$ cat src/evad_pkg.sv
package evad_pkg;

	localparam int CFG_IDX_W  = 4;
	localparam int CFG_DATA_W = 16;
	localparam int RMS_W      = 16;
	localparam int THR_W      = 16;
	localparam int BOOST_W    = 8;
	localparam int FRAMES_W   = 16;
	localparam int MINV_W     = 7;
	localparam int REASON_W   = 2;
	localparam int LEVEL_W    = THR_W + BOOST_W;

	// configuration register indexes
	localparam logic [CFG_IDX_W-1:0] REG_START_THR     = 4'd0;
	localparam logic [CFG_IDX_W-1:0] REG_CONTINUE_THR  = 4'd1;
	localparam logic [CFG_IDX_W-1:0] REG_PLAYBACK_BOOST = 4'd2;
	localparam logic [CFG_IDX_W-1:0] REG_MIN_SPEECH    = 4'd3;
	localparam logic [CFG_IDX_W-1:0] REG_END_SILENCE   = 4'd4;
	localparam logic [CFG_IDX_W-1:0] REG_EARLY_CLOSE   = 4'd5;
	localparam logic [CFG_IDX_W-1:0] REG_MIN_VOICED    = 4'd6;
	localparam logic [CFG_IDX_W-1:0] REG_MAX_FRAMES    = 4'd7;

	// end reasons
	localparam logic [REASON_W-1:0] END_NONE    = 2'd0;
	localparam logic [REASON_W-1:0] END_SILENCE = 2'd1;
	localparam logic [REASON_W-1:0] END_LOW_ACT = 2'd2;
	localparam logic [REASON_W-1:0] END_MAX_LEN = 2'd3;

	// Q4.4 one
	localparam logic [BOOST_W-1:0] BOOST_UNITY = 8'd16;

	localparam logic [THR_W-1:0]    RST_START_THR    = 16'd1311;
	localparam logic [THR_W-1:0]    RST_CONTINUE_THR = 16'd983;
	localparam logic [BOOST_W-1:0]  RST_BOOST        = 8'd16;
	localparam logic [FRAMES_W-1:0] RST_MIN_SPEECH   = 16'd10;
	localparam logic [FRAMES_W-1:0] RST_END_SILENCE  = 16'd16;
	localparam logic [FRAMES_W-1:0] RST_EARLY_CLOSE  = 16'd40;
	localparam logic [MINV_W-1:0]   RST_MIN_VOICED   = 7'd0;
	localparam logic [FRAMES_W-1:0] RST_MAX_FRAMES   = 16'd600;

	typedef struct packed {
		logic [THR_W-1:0]    start_threshold;
		logic [THR_W-1:0]    continue_threshold;
		logic [BOOST_W-1:0]  playback_boost;
		logic [FRAMES_W-1:0] min_speech_frames;
		logic [FRAMES_W-1:0] end_silence_frames;
		logic [FRAMES_W-1:0] early_close_min_frames;
		logic [MINV_W-1:0]   min_voiced_in_window;
		logic [FRAMES_W-1:0] max_frames;
	} cfg_t;

	typedef struct packed {
		logic [RMS_W-1:0] frame_level;
		logic             win_full;
		logic             playback_active;
	} in_item_t;

	typedef struct packed {
		logic                voice;
		logic                voice_edge;
		logic                recording;
		logic                started;
		logic [REASON_W-1:0] end_reason;
		logic [FRAMES_W-1:0] frames_recorded;
	} result_t;

endpackage

$ cat src/evad_cfg_regs.sv
module evad_cfg_regs (
	input  logic                            clk,
	input  logic                            arst_n,
	input  logic                            cfg_valid,
	output logic                            cfg_ready,
	input  logic [evad_pkg::CFG_IDX_W-1:0]  cfg_index,
	input  logic [evad_pkg::CFG_DATA_W-1:0] cfg_data,
	output evad_pkg::cfg_t                  cfg
);
	import evad_pkg::*;

	cfg_t cfg_q;

	assign cfg_ready = 1'b1;
	assign cfg      = cfg_q;

	always_ff @(posedge clk or negedge arst_n) begin
		if (!arst_n) begin
			cfg_q.start_threshold        <= RST_START_THR;
			cfg_q.continue_threshold     <= RST_CONTINUE_THR;
			cfg_q.playback_boost         <= RST_BOOST;
			cfg_q.min_speech_frames      <= RST_MIN_SPEECH;
			cfg_q.end_silence_frames     <= RST_END_SILENCE;
			cfg_q.early_close_min_frames <= RST_EARLY_CLOSE;
			cfg_q.min_voiced_in_window   <= RST_MIN_VOICED;
			cfg_q.max_frames             <= RST_MAX_FRAMES;
		end else if (cfg_valid && cfg_ready) begin
			case (cfg_index)
				REG_START_THR:      cfg_q.start_threshold        <= cfg_data;
				REG_CONTINUE_THR:   cfg_q.continue_threshold     <= cfg_data;
				REG_PLAYBACK_BOOST: cfg_q.playback_boost         <= cfg_data[BOOST_W-1:0];
				REG_MIN_SPEECH:     cfg_q.min_speech_frames      <= cfg_data;
				REG_END_SILENCE:    cfg_q.end_silence_frames     <= cfg_data;
				REG_EARLY_CLOSE:    cfg_q.early_close_min_frames <= cfg_data;
				REG_MIN_VOICED:     cfg_q.min_voiced_in_window   <= cfg_data[MINV_W-1:0];
				REG_MAX_FRAMES:     cfg_q.max_frames             <= cfg_data;
				default: ;
			endcase
		end
	end

endmodule

$ cat src/evad_endpoint.sv
module evad_endpoint #(
	parameter int WINDOW_FRAMES = 64,
	parameter int COUNT_BITS    = 16
) (
	input  logic               clk,
	input  logic               arst_n,
	input  logic               step,
	input  evad_pkg::cfg_t     cfg,
	input  evad_pkg::in_item_t item,
	output evad_pkg::result_t  res
);
	import evad_pkg::*;

	localparam int SUM_W  = $clog2(WINDOW_FRAMES + 1);
	localparam int CMP_W  = (COUNT_BITS > FRAMES_W) ? COUNT_BITS : FRAMES_W;
	localparam int VCMP_W = (SUM_W > MINV_W) ? SUM_W : MINV_W;
	localparam logic [COUNT_BITS-1:0] COUNT_MAX = '1;
	localparam logic [SUM_W-1:0]      PUSH_FULL = SUM_W'(WINDOW_FRAMES);
	localparam logic [FRAMES_W-1:0]   SHOW_MAX  = '1;

	logic                     rec_q;
	logic                     last_q;
	logic [COUNT_BITS-1:0]    fc_q;
	logic [COUNT_BITS-1:0]    sc_q;
	logic [WINDOW_FRAMES-1:0] ring_q;
	logic [SUM_W-1:0]         sum_q;
	logic [SUM_W-1:0]         pcnt_q;

	logic [THR_W-1:0]         thr;
	logic [BOOST_W-1:0]       boost;
	logic [LEVEL_W-1:0]       level;
	logic [LEVEL_W-1:0]       limit;
	logic                     voice;
	logic                     start;
	logic                     rec_now;
	logic [COUNT_BITS-1:0]    fc_b;
	logic [COUNT_BITS-1:0]    sc_b;
	logic [WINDOW_FRAMES-1:0] ring_b;
	logic [SUM_W-1:0]         sum_b;
	logic [SUM_W-1:0]         pcnt_b;
	logic                     old_bit;
	logic [WINDOW_FRAMES-1:0] ring_n;
	logic [SUM_W-1:0]         sum_n;
	logic [SUM_W-1:0]         pcnt_n;
	logic                     full;
	logic [COUNT_BITS-1:0]    fc_n;
	logic [COUNT_BITS-1:0]    sc_n;
	logic [REASON_W-1:0]      reason;
	logic [FRAMES_W-1:0]      shown;

	// voiced when the window is full and rms * 16 > thr * boost, compared exactly
	assign thr   = rec_q ? cfg.continue_threshold : cfg.start_threshold;
	assign boost = (item.playback_active && (cfg.playback_boost > BOOST_UNITY)) ?
	               cfg.playback_boost : BOOST_UNITY;
	assign level = {4'b0000, item.frame_level, 4'b0000};
	assign limit = LEVEL_W'(thr) * LEVEL_W'(boost);
	assign voice = item.win_full && (level > limit);

	assign start   = voice && !rec_q;
	assign rec_now = rec_q || voice;

	// a new recording starts from an empty history
	assign fc_b    = start ? '0 : fc_q;
	assign sc_b    = start ? '0 : sc_q;
	assign ring_b  = start ? '0 : ring_q;
	assign sum_b   = start ? '0 : sum_q;
	assign pcnt_b  = start ? '0 : pcnt_q;
	assign old_bit = ring_b[WINDOW_FRAMES-1];

	// history as a shift line: the bit falling out is the one pushed a window ago
	generate
		if (WINDOW_FRAMES == 1) begin : g_ring_one
			assign ring_n = voice;
		end else begin : g_ring_many
			assign ring_n = {ring_b[WINDOW_FRAMES-2:0], voice};
		end
	endgenerate

	assign sum_n  = sum_b - SUM_W'(old_bit) + SUM_W'(voice);
	assign pcnt_n = (pcnt_b == PUSH_FULL) ? PUSH_FULL : pcnt_b + 1'b1;
	assign full   = (pcnt_n == PUSH_FULL);
	assign fc_n   = (fc_b == COUNT_MAX) ? COUNT_MAX : fc_b + 1'b1;
	assign sc_n   = voice ? '0 : ((sc_b == COUNT_MAX) ? COUNT_MAX : sc_b + 1'b1);

	always_comb begin
		reason = END_NONE;
		if (rec_now) begin
			if ((CMP_W'(fc_n) >= CMP_W'(cfg.min_speech_frames)) &&
			    (CMP_W'(sc_n) >= CMP_W'(cfg.end_silence_frames))) begin
				reason = END_SILENCE;
			end else if ((cfg.min_voiced_in_window != '0) &&
			             (CMP_W'(fc_n) >= CMP_W'(cfg.early_close_min_frames)) && full &&
			             (VCMP_W'(sum_n) < VCMP_W'(cfg.min_voiced_in_window))) begin
				reason = END_LOW_ACT;
			end else if ((cfg.max_frames != '0) &&
			             (CMP_W'(fc_n) >= CMP_W'(cfg.max_frames))) begin
				reason = END_MAX_LEN;
			end
		end
	end

	assign shown = (CMP_W'(fc_n) > CMP_W'(SHOW_MAX)) ? SHOW_MAX : FRAMES_W'(fc_n);

	assign res.voice           = voice;
	assign res.voice_edge      = voice != last_q;
	assign res.recording       = rec_now && (reason == END_NONE);
	assign res.started         = start;
	assign res.end_reason      = reason;
	assign res.frames_recorded = rec_now ? shown : '0;

	always_ff @(posedge clk or negedge arst_n) begin
		if (!arst_n) begin
			rec_q  <= 1'b0;
			last_q <= 1'b0;
			fc_q   <= '0;
			sc_q   <= '0;
			ring_q <= '0;
			sum_q  <= '0;
			pcnt_q <= '0;
		end else if (step) begin
			last_q <= voice;
			rec_q  <= rec_now && (reason == END_NONE);
			if (rec_now) begin
				fc_q   <= fc_n;
				sc_q   <= sc_n;
				ring_q <= ring_n;
				sum_q  <= sum_n;
				pcnt_q <= pcnt_n;
			end
		end
	end

	a_sum_le_pushes: assert property (@(posedge clk) disable iff (!arst_n)
		sum_q <= pcnt_q)
		else $error("voiced sum exceeds number of pushes");

	a_silence_le_frames: assert property (@(posedge clk) disable iff (!arst_n)
		sc_q <= fc_q)
		else $error("silence count exceeds frame count");

	a_end_goes_idle: assert property (@(posedge clk) disable iff (!arst_n)
		step && (reason != END_NONE) |=> !rec_q)
		else $error("recording still active after end");

	a_start_records: assert property (@(posedge clk) disable iff (!arst_n)
		step && start && (reason == END_NONE) |=> rec_q && (fc_q == COUNT_BITS'(1)))
		else $error("started recording not held");

endmodule

$ cat src/energy_vad_endpointer.sv
// An accepted request passes the input register and then the result register before
// out_valid rises; while out_stall holds a full result register, in_stall holds the next.
// Throughput: one request per cycle unless out_stall backs up into in_stall; the state
// update in evad_endpoint closes the loop from one frame to the next.
// Reset (arst_n low, asynchronous): idle, counters and voiced history cleared,
// configuration registers at their default values, both stages empty.
module energy_vad_endpointer #(
	parameter int WINDOW_FRAMES = 64,
	parameter int COUNT_BITS    = 16
) (
	input  logic                            clk,
	input  logic                            arst_n,

	input  logic                            cfg_valid,
	output logic                            cfg_ready,
	input  logic [evad_pkg::CFG_IDX_W-1:0]  cfg_index,
	input  logic [evad_pkg::CFG_DATA_W-1:0] cfg_data,

	input  logic                            in_valid,
	output logic                            in_stall,
	input  logic [evad_pkg::RMS_W-1:0]      frame_level,
	input  logic                            win_full,
	input  logic                            playback_active,

	output logic                            out_valid,
	input  logic                            out_stall,
	output logic                            voice,
	output logic                            voice_edge,
	output logic                            recording,
	output logic                            started,
	output logic [evad_pkg::REASON_W-1:0]   end_reason,
	output logic [evad_pkg::FRAMES_W-1:0]   frames_recorded
);
	import evad_pkg::*;

	cfg_t     cfg;
	in_item_t item_s1;
	logic     valid_s1;
	result_t  res;
	result_t  res_s2;
	logic     valid_s2;
	logic     adv_s1;
	logic     step;

	evad_cfg_regs u_cfg (
		.clk       (clk),
		.arst_n    (arst_n),
		.cfg_valid (cfg_valid),
		.cfg_ready (cfg_ready),
		.cfg_index (cfg_index),
		.cfg_data  (cfg_data),
		.cfg       (cfg)
	);

	// stage 1 moves on whenever the result register is empty or being drained
	assign adv_s1   = !valid_s2 || !out_stall;
	assign step     = valid_s1 && adv_s1;
	assign in_stall = valid_s1 && !adv_s1;

	always_ff @(posedge clk or negedge arst_n) begin
		if (!arst_n) begin
			valid_s1 <= 1'b0;
		end else if (!in_stall) begin
			valid_s1 <= in_valid;
		end
	end

	always_ff @(posedge clk) begin
		if (in_valid && !in_stall) begin
			item_s1.frame_level     <= frame_level;
			item_s1.win_full        <= win_full;
			item_s1.playback_active <= playback_active;
		end
	end

	evad_endpoint #(
		.WINDOW_FRAMES (WINDOW_FRAMES),
		.COUNT_BITS    (COUNT_BITS)
	) u_endpoint (
		.clk    (clk),
		.arst_n (arst_n),
		.step   (step),
		.cfg    (cfg),
		.item   (item_s1),
		.res    (res)
	);

	always_ff @(posedge clk or negedge arst_n) begin
		if (!arst_n) begin
			valid_s2 <= 1'b0;
		end else if (adv_s1) begin
			valid_s2 <= valid_s1;
		end
	end

	always_ff @(posedge clk) begin
		if (step) begin
			res_s2 <= res;
		end
	end

	assign out_valid       = valid_s2;
	assign voice           = res_s2.voice;
	assign voice_edge      = res_s2.voice_edge;
	assign recording       = res_s2.recording;
	assign started         = res_s2.started;
	assign end_reason      = res_s2.end_reason;
	assign frames_recorded = res_s2.frames_recorded;

endmodule
$ cat config.mk
export PLATFORM = sky130hd
export DESIGN_NAME = energy_vad_endpointer
export DESIGN_NICKNAME = d
export VERILOG_FILES = /design/src/evad_pkg.sv /design/src/evad_cfg_regs.sv /design/src/evad_endpoint.sv /design/src/energy_vad_endpointer.sv
export SDC_FILE = /design/constraint.sdc
export NUM_CORES = 1
export LEC_CHECK = 0
export ABC_AREA = 1
export ABC_CLOCK_PERIOD_IN_PS = 12400
export BUFFER_PORTS_ARGS = -buffer_cell sky130_fd_sc_hd__buf_2
export CORE_AREA = 2 2 193 195
export CTS_CLUSTER_DIAMETER = 40
export DETAILED_ROUTE_END_ITERATION = 8
export DIE_AREA = 0 0 195 197
export HOLD_SLACK_MARGIN = 0.03
export PLACE_DENSITY = 0.69
export SLEW_MARGIN = 25
export SYNTH_ARGS = -nofsm -noshare
export SYNTH_HDL_FRONTEND = slang
export SYNTH_SLANG_ARGS = --single-unit
$ cat constraint.sdc
create_clock -name clk -period 12.4 [get_ports clk]
set_input_delay 2.48 -clock clk [delete_from_list [all_inputs] [get_ports clk]]
set_output_delay 2.48 -clock clk [all_outputs]
set_load 0.01 [all_outputs]
==> results of run 1 <==
-- kinds of logic after synthesis --
family	count (synthesis)	synth area share
AND/OR/NAND/NOR	854	0.197
adder cells (fa/ha/maj)	226	0.193
buffers and inverters	510	0.110
flip-flops	265	0.383
other	1	0.000209
AO/OA/AOI/OAI	340	0.103
XOR/XNOR	29	0.0142
-- area by class of cell --
class | count | share of cell area
Multi-Input combinational cell | 1450 | 0.452
Sequential cell | 265 | 0.340
Inverter | 443 | 0.0823
Clock buffer | 48 | 0.0552
Tap cell | 468 | 0.0290
Timing Repair Buffer | 77 | 0.0211
Clock inverter | 32 | 0.0206
-- cells in the final DEF, fill, tap and decap left out, drive strengths merged, types with 2 or more instances in the layout --
| master | count |
|---|---|
| clkinvlp | 5 |
| or2 | 2 |
| inv | 455 |
| dfrtp | 200 |
| nand4 | 28 |
| xor2 | 17 |
| dfstp | 25 |
| xnor2 | 12 |
| o21bai | 2 |
| clkbuf | 48 |
| a21o | 2 |
| nor2 | 187 |
| fa | 85 |
| nand2 | 533 |
| o22ai | 62 |
| o21ai | 171 |
| a31oi | 7 |
| a21oi | 83 |
| nor3 | 17 |
| nand3 | 80 |
| clkinv | 10 |
| buf | 77 |
| o221ai | 4 |
| nor4 | 5 |
| bufinv | 5 |
| o211ai | 2 |
| edfxtp | 40 |
| a211oi | 4 |
| ha | 141 |
-- state kept, by name, indices dropped and copies added, names as in the netlist, 2 cells and up --
register           flops
frames_recorded       16
u_endpoint.sum_q       7
u_cfg.cfg            111
u_endpoint.ring_q     64
u_endpoint.fc_q       16
item_s1               18
u_endpoint.pcnt_q      7
end_reason             2
u_endpoint.sc_q       16
-- worst reg2reg max path: cells and delay by family (launching register included) --
kind,cells,cell delay [ns]
and+or+nand+nor,32,3.84
adders and majority gates,8,3.29
buffers and inverters,10,1.34
AOI/OAI and AO/OA,4,0.73
DFF,1,0.42
xor gates and xnor gates,1,0.13
-- metal layers --
| metal | vias to the layer above | GRT usage |
|---|---|---|
| met2 | 428 | 0.417 |
| met4 | 0 | 0.0933 |
| met1 | 6928 | 0.315 |
| met3 | 112 | 0.0428 |
| met5 | - | 0 |
| li1 | 7145 | - |
-- per-stage QoR --
stage           util  instance area [um^2]  power [mW]  worst slack, ns  std cells
2_1_floorplan      -                 17900        2.50             3.39       2225
3_3_place_gp   0.514                 18600        2.93             2.80       2702
3_5_place_dp   0.514                 18600        2.98             2.53       2703
4_1_cts        0.556                 20200        4.27             2.48       2783
5_1_grt        0.557                 20200        4.61             1.42       2783
6_report       0.557                 20200        4.24             2.40       2783
-- path summary, 6_finish.rpt --
check                                      startpoint                                end  slack (ns)  depth (start not counted)
max                         u_cfg.cfg[71]$_DFFE_PN0P_            end_reason[0]$_DFFE_PP_        2.40                         55
min                        u_cfg.cfg[110]$_DFFE_PN0P_         u_cfg.cfg[110]$_DFFE_PN0P_        0.48                          2
min reg2reg                u_cfg.cfg[110]$_DFFE_PN0P_         u_cfg.cfg[110]$_DFFE_PN0P_        0.48                          2
max in group asynchronous                      arst_n          u_cfg.cfg[77]$_DFFE_PN0P_        8.94                          2
max reg2reg                 u_cfg.cfg[71]$_DFFE_PN0P_            end_reason[0]$_DFFE_PP_        2.40                         55
min in group asynchronous                      arst_n  u_endpoint.ring_q[32]$_DFFE_PN0P_        1.98                          1
-- where the power goes --
part           switching [mW]  leakage (nW)  total [mW]  internal, mW
Combinational            1.15          6.51        1.75         0.597
Clock                   0.483         0.737        1.26         0.778
Sequential              0.104          3.26        1.23          1.13
-- synthesized netlist by cell type (all sizes together) --
cell    count
edfxtp     40
o21ai     171
a21oi      83
dfstp      25
o21a        1
o21bai      2
or2         2
o22ai      62
dfrtp     200
ha        141
a21o        2
and3        1
o211ai      2
clkinv      3
and2        1
nand4      28
a211oi      4
nor3       17
o221ai      4
fa         85
nand2     533
buf        21
nor2      187
conb        1
xor2       17
xnor2      12
inv       440
nand3      80
a21boi      1
clkbuf     46
a31oi       7
o31ai       1
nor4        5
==> results.py, run 1 <==
metrics = {
    "floorplan": {
        "rows": 70,
        "start_util": 0.495,
        "boundaryPins": 68,
        "dieArea_um2": 38400,
        "coreArea_um2": 36300,
        "fp.dieW_um": 195,
        "die_h_um": 197,
    },
    "critical_path": {
        "crit_required_ns": 12.71,
        "cp_slowest_stage_delay_ns": 0.57,
        "crit_type": "reg -> reg",
        "cpMostUsedCell": "nand2_1",
        "cp-end-kind": "flip-flop",
        "path_buf_inv": 10,
        "cp.arrival_ns": 10.31,
        "cpMaxStageDelayCell": "fa_1",
        "crit_path_start_kind": "flip-flop",
        "critPathMaxFanout": 36,
        "critPathTopFamily": "simple AND/OR/NAND/NOR gates",
    },
    "timing": {
        "period_share": 0.806,
        "finalClockSkew_ns": 0.0371,
        "rsz0062_at_grt": "false",
        "slew_headroom": 0.340,
        "finalHoldViolCount": 0,
        "fin_hold_ws_ns": 0.477,
        "tns_ns": 0,
        "setup_viol": 0,
        "slew_viol_final": 0,
        "tightest_slew_ns": 0.989,
        "fmax_mhz": 100,
        "fin_crit_ns": 10.00,
    },
    "cts": {
        "cts_tree": "done",
        "cts_buffers": 43,
        "clkSinkCount": 265,
        "hold_buffers": 0,
        "cts_root_buf": "clkbuf_16",
        "htreeDepth": 2,
        "cts_buffer_depth": 3,
        "post-cts-setup-buffers": 0,
        "clk_latency_ns": 0.58,
        "path_clk_slew_ns": 0.06,
        "post_cts_resized": 0,
    },
    "detailed_routing": {
        "drc_errors": 0,
        "initialDrtViolationCount": 1071,
        "top_signal_layer_used": "met4",
        "drt_pre_antenna_iters": 5,
        "routed_wl_mm": 45.2,
        "wl_met3_mm": 2.60,
        "antenna_left": 0,
        "wl_per_cell_um": 16.2,
        "num_vias": 14600,
        "met1Wirelength_mm": 19.6,
        "wl_met2_mm": 21.3,
        "viasPerCell": 5.25,
    },
    "power_and_ir_drop": {
        "peakVddDrop_uv": 124,
        "leakagePower_nw": 10.5,
        "p_per_area_nw_per_um2": 210,
    },
    "placed_design": {
        "hpwl_mm": 33.3,
        "gp_congestion": 0.965,
        "port_buffers": 66,
    },
    "global_route": {
        "grt_pass1_vias": 14700,
        "grt_start_max_net_pins": 112,
        "grt_pass1_wl_mm": 74.9,
        "grt_overflow_total": 0,
        "antenna_found_initial": 0,
        "gr-usage-all-layers": 0.245,
    },
    "finish": {
        "fillers": 3380,
        "fin_nets": 2549,
        "antenna-diode-count": 0,
        "final_layout_size_suffix_gt1_frac": 0.0946,
        "seqCellArea_um2": 6860,
        "multiInputGateArea_um2": 9120,
        "syn2layout_area_growth_pct": 12.6,
    },
    "run": {
        "maxCapViolCount": 0,
    },
    "yosys": {
        "synth_area_leaders": "dfrtp_1 28%, nand2_1 11%, ha_1 9.8%, fa_1 9.5%, inv_1 9.1%",
        "synth-seq-area-share": 0.383,
        "postSynthAreaPerCell_um2": 8.06,
        "synth-seq-cells": 265,
        "syn_nets": 2494,
        "syn_area_um2": 17900,
        "yosysUniqueCellTypes": 45,
        "netlist.area_leader.share": 0.279,
        "synth_top_area_cell": "dfrtp_1",
        "syn_inst": 2225,
        "synth_warnings": 0,
    },
    "run_status": {
        "status": "finished clean",
    },
    "min_path": {
        "worstHoldPathType": "reg -> reg",
    },
}
Power figures use the tool's default switching activity.
==> run 2, diff against run 1 <==
ABC_AREA = 0   (was 1)
ABC_CLOCK_PERIOD_IN_PS = 9950   (was 12400)
CORE_AREA = 2 2 191 193   (was 2 2 193 195)
DIE_AREA = 0 0 193 195   (was 0 0 195 197)
clock period = 9.95 ns   (was 12.4 ns; I/O delays follow)
==> run 2 against run 1 <==
Compared with the run above:
- sequential share of layout area shrank 2.0 points
- fmax is 2.5% higher
- non-clock buffer count up 174
- largest power group unchanged
==> results.py, run 2 <==
metrics = {
    "global_route": {
        "gr-usage-all-layers": 0.234,
        "grt_overflow_total": 0,
        "grt_pass1_vias": 13700,
        "grt_pass1_wl_mm": 70.3,
        "antenna_found_initial": 0,
        "grt_start_max_net_pins": 88,
    },
    "critical_path": {
        "cp_slowest_stage_delay_ns": 0.56,
        "crit_required_ns": 10.26,
        "r2r_end": "end_reason[0]$_DFFE_PP_",
        "crit_path_start_kind": "flip-flop",
        "r2r_slack_ns": 0.19,
        "cpMaxStageDelayCell": "fa_1",
        "cp-end-kind": "flip-flop",
        "crit_type": "reg -> reg",
        "r2r_start": "u_cfg.cfg[75]$_DFFE_PN1P_",
        "critPathMaxFanout": 7,
        "cp.arrival_ns": 10.07,
        "rr_worst_depth": 45,
        "cpMostUsedCell": "fa_1",
    },
    "cts": {
        "hold_buffers": 0,
        "htreeDepth": 2,
        "cts_tree": "done",
        "path_clk_slew_ns": 0.06,
        "cts_buffers": 39,
        "cts_buffer_depth": 3,
        "cts_root_buf": "clkbuf_16",
        "clk_latency_ns": 0.57,
        "clkSinkCount": 265,
    },
    "finish": {
        "syn2layout_area_growth_pct": 22.7,
        "layout_common_cells": "200 x dfrtp_1, 182 x inv_1, 176 x nor2_1, 174 x buf_4, 132 x nand2_1",
        "post-route-cell-area_um2": 21500,
        "fillers": 2861,
        "post-route-util": 0.606,
        "final_common_cell": "dfrtp_1",
        "largest_reg_flops": 111,
        "antenna-diode-count": 0,
        "final_layout_size_suffix_gt1_frac": 0.273,
        "fin_nets": 2257,
    },
    "yosys": {
        "postSynth.asyncResetShare": 0.849,
        "synth_top_area_cell": "dfrtp_1",
        "synth_area_leaders": "dfrtp_1 29%, ha_1 10%, fa_1 9.7%, edfxtp_1 6.9%, nor2_1 4.2%",
        "postSynthAreaPerCell_um2": 9.87,
        "syn_nets": 2041,
        "synth_top_flop_cell": "dfrtp_1",
        "synth_edf_count": 40,
        "synth.most_common_cell": "dfrtp_1",
        "yosysUniqueCellTypes": 67,
        "synth_warnings": 0,
        "syn_inst": 1772,
        "syn_area_um2": 17500,
        "synth-seq-area-share": 0.392,
        "yosys-top-cells-count": "200 x dfrtp_1, 195 x nor2_1, 191 x inv_1",
        "netlist.area_leader.share": 0.286,
        "synth-seq-cells": 265,
    },
    "power_and_ir_drop": {
        "leakagePower_nw": 10.4,
        "peakVddDrop_uv": 164,
        "p_per_area_nw_per_um2": 292,
        "finalPower_mw": 6.25,
    },
    "timing": {
        "slew_headroom": 0.282,
        "setup_viol": 0,
        "fin_crit_ns": 9.76,
        "fmax_mhz": 102,
        "tns_ns": 0,
        "rsz0062_at_grt": "true",
        "fin_hold_ws_ns": 0.468,
        "tightest_slew_ns": 1.07,
        "period_share": 0.981,
        "finalClockSkew_ns": 0.0297,
        "slew_viol_final": 0,
        "finalHoldViolCount": 0,
    },
    "floorplan": {
        "die_h_um": 195,
        "start_util": 0.494,
        "coreArea_um2": 35400,
        "fp.dieW_um": 193,
        "boundaryPins": 68,
        "dieArea_um2": 37600,
        "rows": 69,
    },
    "placed_design": {
        "port_buffers": 66,
        "placed_area_um2": 19400,
        "gp_congestion": 0.884,
        "hpwl_mm": 31.5,
    },
    "run": {
        "maxCapViolCount": 0,
    },
    "min_path": {
        "hp-start": "u_endpoint.sum_q[4]$_DFFE_PN0P_",
        "worstHoldPathType": "reg -> reg",
        "hold_end": "u_endpoint.sum_q[4]$_DFFE_PN0P_",
        "min_path_cells": 2,
    },
    "run_status": {
        "status": "finished clean",
    },
    "detailed_routing": {
        "wl_per_cell_um": 17.6,
        "antenna_left": 0,
        "viasPerCell": 5.56,
        "num_vias": 13800,
        "routed_wl_mm": 43.7,
        "drc_errors": 0,
        "initialDrtViolationCount": 821,
        "drt_pre_antenna_iters": 7,
    },
}
-- run 2: cell count changes after synthesis, sizes merged, moves of 21 or more --
cell	previous run	this run
mux2i	0	21
and3	1	23
a22o	0	68
inv	440	191
o22ai	62	8
mux2	0	63
nand2	533	138
o21ai	171	111
nand3	80	26
a21o	2	34
-- run 2: worst max path at each step --
stage / startpoint / end / depth (start not counted)
CTS: u_cfg.cfg[74]$_DFFE_PN0P_ / recording$_DFFE_PP_ / 47
global route: u_cfg.cfg[72]$_DFFE_PN0P_ / end_reason[0]$_DFFE_PP_ / 48
global placement: u_cfg.cfg[72]$_DFFE_PN0P_ / end_reason[1]$_DFFE_PP_ / 46
detailed placement: u_cfg.cfg[72]$_DFFE_PN0P_ / end_reason[1]$_DFFE_PP_ / 45
finish: u_cfg.cfg[75]$_DFFE_PN1P_ / end_reason[0]$_DFFE_PP_ / 45
floorplan: u_cfg.cfg[72]$_DFFE_PN0P_ / end_reason[1]$_DFFE_PP_ / 47
-- run 2: where the power goes --
part / switching (mW) / internal [mW] / leakage, nW / total (mW)
sequential: 0.137 / 1.34 / 3.22 / 1.47
combinational: 1.85 / 1.59 / 6.57 / 3.44
clock: 0.571 / 0.774 / 0.624 / 1.34
-- run 2: kinds of logic (layout without fill, tap and decap cells) --
kind of cell	count (synthesis)	after routing	synth area share
and+or+nand+nor	496	496	0.129
AOI/OAI and AO/OA	393	393	0.147
DFF	265	265	0.392
muxes	84	84	0.0526
adders and majority gates	226	226	0.198
other	1	1	0.000214
buffers and inverters	268	515	0.0606
xor gates and xnor gates	39	39	0.0195
-- run 2: critical path: cells and delay by family, from the launching register on --
| kind | cells | cell delay, ns |
|---|---|---|
| and+or+nand+nor | 6 | 0.96 |
| DFF | 1 | 0.54 |
| adders and majority gates | 10 | 3.74 |
| buffers and inverters | 7 | 0.85 |
| xor gates and xnor gates | 2 | 0.30 |
| AOI/OAI and AO/OA | 20 | 3.11 |
-- run 2: layout make-up --
type	instances	area, um^2	share of cell area
Sequential cell	265	6860	0.320
Timing Repair Buffer	251	1800	0.0837
Multi-Input combinational cell	1239	10200	0.475
Tap cell	461	577	0.0269
Inverter	192	721	0.0336
Clock buffer	45	1020	0.0475
Clock inverter	27	283	0.0132
-- run 2: repair_timing --
item / CTS / global route
pin swaps: 20 / 101
gates cloned: 0 / 2
endpoints found under the setup margin: 4 / 4
setup buffers: 3 / 17
gates resized for setup: 42 / 114
-- run 2: layer usage --
| layer | wire length [um] | global-route usage | share of wire |
|---|---|---|---|
| met1 | 18900 | 0.320 | 0.43 |
| met3 | 2280 | 0.0417 | 0.052 |
| met4 | 1100 | 0.0758 | 0.025 |
| met5 | 0 | 0 | 0 |
| met2 | 21400 | 0.379 | 0.49 |
-- run 2: per-stage QoR --
step	instances	setup slack [ns]
final	2480	0.190
after global routing	2480	-0.226
after CTS	2461	0.00659
after detailed placement	2386	-0.468
after global placement	2386	-0.220
after floorplan	1772	-0.0295
==> run 3, diff against run 2 <==
BUFFER_PORTS_ARGS = not set   (was -buffer_cell sky130_fd_sc_hd__buf_2)
DONT_BUFFER_PORTS = 1   (was not set)
PLACE_DENSITY = 0.67   (was 0.69)
==> run 3 against run 2 <==
Compared with the run above:
- the run now ends with negative setup slack left
- clock skew down 0.0062 ns
- hold slack gained 0.0099 ns
- non-clock buffer count fell by 61
- die area stayed put
- first-iteration DRC count rose by 18%
- largest cell class unchanged
- largest power group unchanged
==> results.py, run 3 (synthesis gave the netlist of run 2 again) <==
metrics = {
    "min_path": {
        "worstHoldPathType": "reg -> reg",
        "hp-start": "u_endpoint.sum_q[3]$_DFFE_PN0P_",
    },
    "detailed_routing": {
        "num_vias": 13600,
        "initialDrtViolationCount": 966,
        "routed_wl_mm": 44.4,
        "viasPerCell": 5.64,
        "drt_pre_antenna_iters": 8,
        "antenna_left": 0,
        "drc_errors": 0,
        "wl_per_cell_um": 18.3,
    },
    "power_and_ir_drop": {
        "peakVddDrop_uv": 229,
        "finalPower_mw": 6.49,
        "p_per_area_nw_per_um2": 304,
        "leakagePower_nw": 10.3,
    },
    "run": {
        "maxCapViolCount": 0,
    },
    "critical_path": {
        "cp.arrival_ns": 10.30,
        "cpMaxStageDelayCell": "fa_2",
        "crit_required_ns": 10.25,
        "crit_path_start_kind": "flip-flop",
        "cpMostUsedCell": "buf_4",
        "cp_slowest_stage_delay_ns": 0.53,
        "crit_type": "reg -> reg",
        "r2r_start": "u_cfg.cfg[72]$_DFFE_PN0P_",
        "critPathMaxFanout": 7,
        "startpoint": "u_cfg.cfg[72]$_DFFE_PN0P_",
        "cp-end-kind": "flip-flop",
    },
    "global_route": {
        "grt_pass1_wl_mm": 71.5,
        "grt_start_max_net_pins": 226,
        "gr-usage-all-layers": 0.240,
        "grt_pass1_vias": 13600,
        "antenna_found_initial": 0,
        "grt_overflow_total": 0,
    },
    "run_status": {
        "violations": "negative setup slack",
        "status": "complete, but fails checks",
    },
    "cts": {
        "clk_latency_ns": 0.57,
        "clkSinkCount": 265,
        "htreeDepth": 2,
        "path_clk_slew_ns": 0.06,
        "hold_buffers": 0,
        "cts_tree": "done",
        "cts_buffer_depth": 3,
        "cts_root_buf": "clkbuf_16",
        "cts_buffers": 40,
    },
    "finish": {
        "layout_common_cells": "200 x dfrtp_1, 182 x nor2_1, 182 x inv_1, 176 x buf_4, 132 x nand2_1",
        "fin_cells": 2421,
        "fin_nets": 2197,
        "post-route-util": 0.603,
        "antenna-diode-count": 0,
        "final_common_cell": "dfrtp_1",
        "final_layout_size_suffix_gt1_frac": 0.246,
        "syn2layout_area_growth_pct": 22.1,
        "fillers": 2904,
        "largest_reg_flops": 111,
    },
    "floorplan": {
        "coreArea_um2": 35400,
        "die_h_um": 195,
        "rows": 69,
        "fp.dieW_um": 193,
        "start_util": 0.494,
        "dieArea_um2": 37600,
        "boundaryPins": 68,
    },
    "timing": {
        "period_share": 1.01,
        "finalHoldViolCount": 0,
        "fin_crit_ns": 10.00,
        "finalClockSkew_ns": 0.0235,
        "slew_headroom": 0.368,
        "slew_viol_final": 0,
        "setup_slack_ns": -0.0502,
        "tightest_slew_ns": 0.939,
        "fmax_mhz": 100,
        "setup_viol": 3,
        "rsz0062_at_grt": "true",
    },
    "placed_design": {
        "gp_congestion": 0.872,
        "port_buffers": 0,
        "place_ws_ns": -0.584,
        "hpwl_mm": 30.9,
        "dp_cells": 2321,
    },
}
[run 3: cell count changes in the layout (fill, tap and decap cells not counted), moves of 4 or more]
cell       change
a21oi_2        -6
buf_2         -64
a21oi_4        +5
mux2i_2        -4
bufinv_16      +6
mux2i_1        +4
nor2_2         -7
nor2_1         +6
[run 3: timing repair]
action | in CTS | in global routing
setup endpoints to repair | 4 | 4
pin swaps | 91 | 63
gates cloned | 1 | 0
buffers inserted | 19 | 7
endpoints found under the hold margin | 0 | 0
gates resized for setup | 91 | 58
[run 3: path summary, 6_finish.rpt]
kind,slack [ns],end,cells past startpoint
worst min-delay path,0.48,u_endpoint.sum_q[3]$_DFFE_PN0P_,2
worst max-delay path,-0.05,recording$_DFFE_PP_,50
worst min register to register,0.48,u_endpoint.sum_q[3]$_DFFE_PN0P_,2
worst max register to register,-0.05,recording$_DFFE_PP_,50
min in group asynchronous,1.14,u_endpoint.ring_q[5]$_DFFE_PN0P_,0
max in group asynchronous,8.46,u_cfg.cfg[99]$_DFFE_PN1P_,0
[run 3: metal layers]
layer | vias up | track usage | wire length, um
li1 | 6411 | - | -
met1 | 6764 | 0.329 | 19400
met2 | 387 | 0.380 | 21000
met3 | 87 | 0.0462 | 2720
met4 | 0 | 0.0842 | 1280
met5 | - | 0 | 0
[run 3: area by class of cell]
type                            instances  area (um^2)  share of cell area
Timing Repair Buffer                  190         1500              0.0704
Sequential cell                       265         6860               0.322
Clock buffer                           41         1000              0.0471
Clock inverter                         33          435              0.0204
Multi-Input combinational cell       1239        10200               0.480
Tap cell                              461          577              0.0270
Inverter                              192          723              0.0339
[run 3: where the power goes]
group | internal (mW) | switching [mW] | leakage [nW]
Combinational | 1.63 | 1.87 | 6.34
Sequential | 1.34 | 0.148 | 3.22
Clock | 0.924 | 0.582 | 0.696
Total | 3.89 | 2.60 | 10.3
[run 3: per-stage QoR]
step | TNS (ns) | hold WS [ns] | instance area, um^2
global placement | -0.919 | 0.451 | 19000
detailed placement | -2.18 | 0.465 | 19000
floorplan | -0.0295 | 0.439 | 17500
finish | -0.117 | 0.478 | 21300
global route | -1.74 | 0.505 | 21300
CTS | 0 | 0.480 | 21000
[run 3: worst max-delay path, delay by kind of cell, from the launching register on]
kind / cells / cell delay [ns]
AND/OR/NAND/NOR: 15 / 2.23
flip-flops: 1 / 0.40
adder cells (fa/ha/maj): 8 / 2.90
AO/OA/AOI/OAI: 14 / 2.48
XOR/XNOR: 1 / 0.14
buffers and inverters: 12 / 1.58
